### src/rtl/core/sshash_pkg.sv
package sshash_pkg;

   typedef logic [7:0]  char_type;
   typedef logic [31:0] word_type;

   // accumulator start values
   localparam word_type AccOneStart = 32'h0000_3b00;
   localparam word_type AccTwoStart = 32'h0000_0000;

   // end-of-string marker
   localparam char_type CharTerm = 8'h00;

   // xor/add/rotate mixing of both accumulators into the final hash
   function automatic word_type finish_hash(input word_type acc_a, input word_type acc_b);
      word_type a;
      word_type b;
      a = acc_a;
      b = acc_b;
      a = a ^ b;
      a = a + {b[17:0], b[31:18]};
      b = b ^ a;
      b = b + {a[5:0], a[31:6]};
      a = a ^ b;
      a = a + {b[26:0], b[31:27]};
      b = b ^ a;
      b = b + {a[7:0], a[31:8]};
      return b;
   endfunction

endpackage

### src/rtl/core/small_string_hash.sv
// small_string_hash: streaming 32-bit hash of zero-terminated byte strings
//
// req channel: one string byte per beat on req_char_byte. A nonzero byte is
// folded into two 32-bit accumulators and gives no response; a zero byte
// ends the string and yields one beat on the rsp channel with the finished
// hash, after which the accumulators restart for the next string.
//
// throughput: one byte per cycle unless req_stall is high; the accumulator
// update is a handful of constant shift-adds between the input register and
// the accumulator registers. a terminator passes from the input register to
// the result register, which drives rsp_hash_value with rsp_valid high.
//
// when the rsp side stalls, nonzero bytes still drain through; only a
// terminator waiting for the occupied result register holds the input
// register, and req_stall rises in that case.
//
// reset (synchronous, active high) empties both registers and loads the
// accumulator start values, so the first string begins clean.
module small_string_hash (
   input  logic                  clock,
   input  logic                  reset,
   input  logic                  req_valid,
   output logic                  req_stall,
   input  sshash_pkg::char_type  req_char_byte,
   output logic                  rsp_valid,
   input  logic                  rsp_stall,
   output sshash_pkg::word_type  rsp_hash_value
);
   import sshash_pkg::*;

   logic     in_valid_ff, in_valid_in;
   char_type in_byte_ff,  in_byte_in;
   word_type acc_one_ff,  acc_one_in;
   word_type acc_two_ff,  acc_two_in;
   logic     out_valid_ff, out_valid_in;
   word_type out_hash_ff,  out_hash_in;

   logic     out_free;
   logic     in_is_term;
   logic     in_done;
   logic     req_take;
   word_type sum_one;
   word_type mul_one;
   word_type sum_two;
   word_type rot_two;

   // held beat state
   assign out_free   = !out_valid_ff || !rsp_stall;
   assign in_is_term = (in_byte_ff == CharTerm);
   assign in_done    = in_valid_ff && (!in_is_term || out_free);
   assign req_stall  = in_valid_ff && !in_done;
   assign req_take   = req_valid && !req_stall;

   // accumulator update: x9 and x5 as shift-adds
   assign sum_one = acc_one_ff + {24'd0, in_byte_ff};
   assign mul_one = sum_one + {sum_one[28:0], 3'b000};
   assign sum_two = acc_two_ff + mul_one;
   assign rot_two = {sum_two[24:0], sum_two[31:25]};

   always_comb begin
      in_valid_in  = req_take ? 1'b1 : (in_done ? 1'b0 : in_valid_ff);
      in_byte_in   = req_take ? req_char_byte : in_byte_ff;
      acc_one_in   = acc_one_ff;
      acc_two_in   = acc_two_ff;
      out_valid_in = out_valid_ff && rsp_stall;
      out_hash_in  = out_hash_ff;
      if (in_done) begin
         if (in_is_term) begin
            out_valid_in = 1'b1;
            out_hash_in  = finish_hash(acc_one_ff, acc_two_ff);
            acc_one_in   = AccOneStart;
            acc_two_in   = AccTwoStart;
         end else begin
            acc_one_in = mul_one;
            acc_two_in = rot_two + {rot_two[29:0], 2'b00};
         end
      end
   end

   // control and accumulators
   always_ff @(posedge clock) begin
      if (reset) begin
         in_valid_ff  <= 1'b0;
         out_valid_ff <= 1'b0;
         acc_one_ff   <= AccOneStart;
         acc_two_ff   <= AccTwoStart;
      end else begin
         in_valid_ff  <= in_valid_in;
         out_valid_ff <= out_valid_in;
         acc_one_ff   <= acc_one_in;
         acc_two_ff   <= acc_two_in;
      end
   end

   // payload registers
   always_ff @(posedge clock) begin
      in_byte_ff  <= in_byte_in;
      out_hash_ff <= out_hash_in;
   end

   assign rsp_valid      = out_valid_ff;
   assign rsp_hash_value = out_hash_ff;

`ifndef SYNTHESIS
   // a finished terminator always lands in the result register
   assert property (@(posedge clock) disable iff (reset)
      (in_done && in_is_term) |=> out_valid_ff)
      else $error("terminator beat lost");

   // accumulators restart after every terminator
   assert property (@(posedge clock) disable iff (reset)
      (in_done && in_is_term) |=> (acc_one_ff == AccOneStart && acc_two_ff == AccTwoStart))
      else $error("accumulators not restarted");

   // input only backs up behind a stalled result
   assert property (@(posedge clock) disable iff (reset)
      req_stall |-> (out_valid_ff && rsp_stall && in_is_term))
      else $error("spurious req_stall");
`endif

endmodule

### config.mk
export PLATFORM = sky130hd
export DESIGN_NAME = small_string_hash
export DESIGN_NICKNAME = d
export VERILOG_FILES = /design/src/rtl/core/sshash_pkg.sv /design/src/rtl/core/small_string_hash.sv
export SDC_FILE = /design/constraint.sdc
export NUM_CORES = 1
export LEC_CHECK = 0
export ABC_AREA = 1
export BUFFER_PORTS_ARGS = -buffer_cell sky130_fd_sc_hd__buf_4
export CAP_MARGIN = 30
export CORE_ASPECT_RATIO = 2
export CORE_MARGIN = 2
export CORE_UTILIZATION = 59
export DETAILED_ROUTE_END_ITERATION = 7
export PLACE_DENSITY = 0.76
export RECOVER_POWER = 25
export SLEW_MARGIN = 5
export SYNTH_ARGS = -nofsm -noshare
export SYNTH_HDL_FRONTEND = slang
export SYNTH_SLANG_ARGS = --single-unit
### constraint.sdc
create_clock -name clock -period 12.5 [get_ports clock]
set_input_delay 0 -clock clock [delete_from_list [all_inputs] [get_ports clock]]
set_output_delay 0 -clock clock [all_outputs]
set_load 0.02 [all_outputs]
==> flow_metrics.py, run 1 <==
metrics = {
    "setup_path": {
        "crit_fanout": 7,
        "max_stage_delay_ps": 710,
        "cp-start-kind": "flop",
        "crit_type": "flop to flop",
        "worst_path_max_delay_cell": "dfxtp_1",
        "arrival_ps": 11700,
        "critPathTopFamily": "compound AO/OA/AOI/OAI gates",
        "reg2reg_slack_ps": 950,
        "worstPathRequired_ps": 12650,
        "crit_top_cell": "nand2_1",
        "crit_path_end_kind": "flop",
        "path_buf_inv": 4,
    },
    "place": {
        "gp_congestion": 1.103,
        "dp_hpwl_um": 53260,
        "port-buffer-count": 45,
    },
    "grt": {
        "overflow": 0,
        "antenna_found_initial": 1,
        "grt_max_degree": 68,
        "grt_pass1_wl_um": 98540,
        "first_global_vias": 17490,
        "grt.total_usage": 0.4630,
    },
    "yosys": {
        "synth_ff_type": "dfxtp_1",
        "ys_types": 55,
        "synth_top_area_cell": "ha_1",
        "syn_avg_cell_area_um2": 6.785,
        "ys_ff_latch": 106,
        "netlist_instances": 2369,
        "synth_area_leaders": "ha_1 (17%), nand2_1 (14%), xor2_1 (13%), dfxtp_1 (8.2%), a21oi_1 (7.9%)",
        "async_flop_share": 0,
        "synth_top_area_frac": 0.1713,
        "synth_edf_count": 40,
        "ys_warn_count": 0,
        "syn_area_mm2": 0.01607,
        "yosysSeqAreaShare": 0.1569,
        "synth_fp_nets": 2608,
    },
    "finish": {
        "final_nets": 2656,
        "diodes": 0,
        "layout_commonest_cell": "nand2_1",
        "mostFrequentLayoutCells": "nand2_1 (582), inv_1 (281), a21oi_1 (255)",
        "area_growth_pct": 6.266,
        "layout-drive-gt1-share": 0.05822,
    },
    "drt": {
        "first_pass_iters": 6,
        "drcViolationCount": 0,
        "routed_wl_um": 64860,
        "vias_per_cell": 6.170,
        "routedWlPerCell_um": 23.42,
        "via_count": 17090,
        "ant_nets": 0,
        "first_iter_violations": 1224,
    },
    "timing": {
        "finalSetupTns_ps": 0,
        "max_slew_margin": 0.2943,
        "fmax_ghz": 0.08659,
        "drv_slew": 0,
        "period_minus_slack_ps": 11550,
        "period_share": 0.9239,
        "rsz0062_at_grt": "no",
        "setup_viol": 0,
        "fin_skew_ps": 17.24,
        "hold_viol": 0,
        "tightest_slew_ps": 1050,
    },
    "cts": {
        "ctsResizeCount": 0,
        "htreeDepth": 3,
        "cts_setup_buffers": 0,
        "clkTransAtPathRegs_ps": 80,
        "cts_buffer_depth": 2,
        "clk_latency_ps": 410,
        "cts_tree": "yes",
        "cts-buffers-inserted": 9,
        "cts.sinks": 106,
        "cts_root_buffer": "clkbuf_16",
    },
    "floorplan": {
        "start_util": 0.5973,
        "core_mm2": 0.02691,
        "die_y_um": 237.4,
        "rows": 85,
        "die_w_um": 120.7,
        "dieArea_mm2": 0.02866,
        "io_pins": 46,
    },
    "status": {
        "status": "finished, final reports clean",
    },
    "hold_path": {
        "hold_class": "input port to flop",
    },
    "flow_run": {
        "cap_violations": 0,
    },
}
-- cells in the mapped netlist (all sizes together) (4+ instances only) --
cell type and n:
a211oi 8, o31ai 5, dfxtp 66, o21bai 14, edfxtp 40, a21o 12, xnor2 68, nand3 143
nor3 19, or2 11, nand4 32, ha 220, o21a 8, fa 7, o211ai 4, nand3b 9
nor4 5, a21boi 17, a21oi 258, nor2 135, inv 293, nand2 621, clkbuf 28, a31oi 22
o21ai 68, a2111oi 4, xor2 235
-- sequential cells by signal (all words and copies together), names as in the netlist --
| register | cells |
|---|---|
| rsp_valid | 1 |
| rsp_hash_value | 32 |
| acc_two_ff | 32 |
| acc_one_ff | 32 |
| in_valid_ff | 1 |
| in_byte_ff | 8 |
-- repair_timing --
| item | CTS | global route |
|---|---|---|
| endpoints found under the setup margin | 0 | 0 |
| hold buffers | 10 | 0 |
| hold endpoints to repair | 10 | 0 |
-- worst register-to-register path, delay by kind of cell, from the launching register on --
family                     cells  cell delay [ps]
DFF                            1              710
AOI/OAI and AO/OA             16             3590
xor gates and xnor gates       4             2180
and+or+nand+nor               25             2680
adders and majority gates      5             1680
buffers and inverters          4              440
-- through the flow --
step | hold WS [ps] | cell area [µm²] | utilization | setup WS (ps) | std cells
finish | 134.4 | 17080 | 0.6348 | 951.1 | 2770
global route | 170.8 | 17080 | 0.6348 | 206.7 | 2770
CTS | 140.8 | 17200 | 0.6394 | 1517 | 2769
detailed placement | 180.1 | 16820 | 0.6253 | 1569 | 2743
global placement | 178.4 | 16820 | 0.6253 | 1530 | 2743
floorplan | 98.87 | 16070 | - | 4119 | 2369
-- cell type report --
| cell class | count | area [µm²] |
|---|---|---|
| tap | 348 | 435.4 |
| timing repair buffer | 67 | 396.6 |
| sequential | 106 | 2522 |
| inverter | 294 | 1104 |
| fill | 2560 | 9827 |
| clock inverter | 5 | 46.29 |
| clock buffer | 11 | 232.7 |
| multi-input combinational | 1939 | 12340 |
-- worst paths after layout --
| check | from | end | cells past startpoint |
|---|---|---|---|
| min | reset | acc_one_ff[19]$_SDFFE_PP0P_ | 2 |
| max reg2reg | acc_two_ff[19]$_SDFFE_PP0P_ | rsp_hash_value[29]$_DFFE_PP_ | 54 |
| max | acc_two_ff[19]$_SDFFE_PP0P_ | rsp_hash_value[29]$_DFFE_PP_ | 54 |
| min reg2reg | rsp_valid$_SDFF_PP0_ | rsp_valid$_SDFF_PP0_ | 2 |
-- per-layer routing --
layer | part of all wire | vias up | GRT usage
met4 | 0.16 | 2 | 0.5863
met1 | 0.28 | 7834 | 0.3526
li1 | - | 7963 | -
met3 | 0.059 | 492 | 0.1197
met2 | 0.50 | 799 | 0.8194
met5 | 0.00020 | - | 0
-- cell families (layout without fill, tap and decap cells) --
logic type | count (synthesis) | count (layout) | share of synthesized area
compound gates | 428 | 428 | 0.1520
xor+xnor | 303 | 303 | 0.1665
fa+ha+maj | 227 | 227 | 0.1800
buf+inv | 324 | 377 | 0.07574
flops | 106 | 106 | 0.1569
simple gates | 981 | 981 | 0.2689
Power of run 1 is left out: the tool's default activity adds up to more than one toggle a clock period on the data nets, which glitch-free logic cannot reach.
==> inputs of run 2 (changes only) <==
--- a/config.mk
+++ b/config.mk
@@ -14,6 +14,7 @@
 export DETAILED_ROUTE_END_ITERATION = 7
 export PLACE_DENSITY = 0.76
 export RECOVER_POWER = 25
+export REMOVE_ABC_BUFFERS = 1
 export SLEW_MARGIN = 5
 export SYNTH_ARGS = -nofsm -noshare
 export SYNTH_HDL_FRONTEND = slang
==> run 2 against run 1 <==
Core utilization barely moved; final area is essentially flat; routed wire length shrank 1.7%; via count fell by 1.7%; sequential share of layout area hardly changed; first-iteration DRC count decreased by 19%; die area is the same; final cell count hardly changed; sequential cell count stayed put; setup slack worse by 420 ps; non-clock buffer count fell by 2; critical endpoint is now rsp_hash_value[25]$_DFFE_PP_; largest cell class unchanged.
==> flow_metrics.py, run 2 (synthesis gave the netlist of run 1 again) <==
metrics = {
    "status": {
        "status": "finished, final reports clean",
    },
    "place": {
        "port-buffer-count": 45,
        "dpl.cell_count": 2740,
        "gp_congestion": 1.067,
        "dp_hpwl_um": 52550,
    },
    "floorplan": {
        "rows": 85,
        "die_y_um": 237.4,
        "start_util": 0.5973,
        "die_w_um": 120.7,
        "io_pins": 46,
        "dieArea_mm2": 0.02866,
        "core_mm2": 0.02691,
    },
    "cts": {
        "cts_buffer_depth": 2,
        "cts-buffers-inserted": 9,
        "cts_root_buffer": "clkbuf_16",
        "clk_latency_ps": 400,
        "cts.sinks": 106,
        "cts_tree": "yes",
        "clkTransAtPathRegs_ps": 80,
        "cts_setup_buffers": 0,
        "htreeDepth": 3,
    },
    "setup_path": {
        "worst_path_max_delay_cell": "o31ai_1",
        "worstPathRequired_ps": 12660,
        "crit_fanout": 5,
        "crit_top_cell": "nand2_1",
        "cp-start-kind": "flop",
        "arrival_ps": 12120,
        "crit_type": "flop to flop",
        "max_stage_delay_ps": 720,
        "crit_path_end_kind": "flop",
    },
    "timing": {
        "hold_viol": 0,
        "max_slew_margin": 0.3232,
        "period_minus_slack_ps": 11960,
        "tightest_slew_ps": 1014,
        "drv_slew": 0,
        "setup_viol": 0,
        "fin_skew_ps": 11.99,
        "fin_hold_ws_ps": 123.5,
        "rsz0062_at_grt": "no",
        "period_share": 0.9571,
        "fmax_ghz": 0.08358,
        "finalSetupTns_ps": 0,
    },
    "grt": {
        "first_global_vias": 17270,
        "antenna_found_initial": 0,
        "grt_max_degree": 68,
        "grt_pass1_wl_um": 95600,
        "overflow": 0,
        "grt.total_usage": 0.4516,
    },
    "hold_path": {
        "hold_class": "input port to flop",
    },
    "finish": {
        "n_fill_cell": 2593,
        "final_nets": 2654,
        "utilization": 0.6352,
        "layout_commonest_cell": "nand2_1",
        "area_growth_pct": 6.337,
        "stdcell_count": 2768,
        "layout-drive-gt1-share": 0.05909,
        "mostFrequentLayoutCells": "nand2_1 (582), inv_1 (281), a21oi_1 (255)",
        "diodes": 0,
    },
    "drt": {
        "routed_wl_um": 63760,
        "routedWlPerCell_um": 23.04,
        "first_pass_iters": 5,
        "via_count": 16810,
        "ant_nets": 0,
        "vias_per_cell": 6.072,
        "drcViolationCount": 0,
        "first_iter_violations": 991,
    },
    "flow_run": {
        "cap_violations": 0,
    },
}
## run 2: cell count changes in the layout (fill, tap and decap cells not counted)
| cell | before | now |
|---|---|---|
| buf_2 | 0 | 1 |
| inv_8 | 2 | 3 |
| xor2_1 | 232 | 231 |
| xor2_2 | 3 | 4 |
| clkbuf_8 | 0 | 1 |
| clkinv_4 | 1 | 2 |
| clkbuf_1 | 37 | 34 |
| inv_6 | 1 | 0 |
| buf_4 | 14 | 12 |
## run 2: metrics by stage
stage | cell area (µm²) | setup slack, ps
after floorplan | 15960 | 4119
after global placement | 16800 | 1229
after detailed placement | 16800 | 1145
after CTS | 17200 | 1122
after global routing | 17090 | 89.71
final | 17090 | 535.9
## run 2: metal layers
metal	GRT usage	share of wire	routed length, µm	up-vias
met1	0.3308	0.27	17370	7614
met4	0.5796	0.16	10380	0
met2	0.8079	0.50	32190	769
met5	0	0	0	-
li1	-	-	-	7976
met3	0.1204	0.060	3823	448
## run 2: area by class of cell
type,count,area [µm²],share of cell area
multi-input cells,1939,12350,0.7226
clock buffers,10,239.0,0.01398
clock inverters,6,57.56,0.003367
repair buffers,65,382.9,0.02240
inverters,294,1104,0.06457
flip-flops and latches,106,2522,0.1476
well taps,348,435.4,0.02548
## run 2: timing repair
item | 4_1_cts | 5_1_grt
endpoints found under the setup margin | 0 | 5
hold buffers | 10 | 0
gates resized for setup | 0 | 1
hold endpoints to repair | 10 | 0
## run 2: final timing paths
check | from | to | slack, ps | depth (start not counted)
max | acc_two_ff[0]$_SDFFE_PP0P_ | rsp_hash_value[25]$_DFFE_PP_ | 540 | 64
min | reset | acc_one_ff[15]$_SDFFE_PP0P_ | 120 | 2
max reg2reg | acc_two_ff[0]$_SDFFE_PP0P_ | rsp_hash_value[25]$_DFFE_PP_ | 540 | 64
min reg2reg | acc_two_ff[17]$_SDFFE_PP0P_ | acc_two_ff[17]$_SDFFE_PP0P_ | 500 | 2
## run 2: critical path, delay by kind of cell (launching register included)
family,cells,cell delay [ps]
XOR/XNOR,5,1920
AND/OR/NAND/NOR,32,3480
flip-flops,1,560
adder cells (fa/ha/maj),6,1970
buffers and inverters,6,480
AO/OA/AOI/OAI,15,3290
Power of run 2 is left out for the same reason.
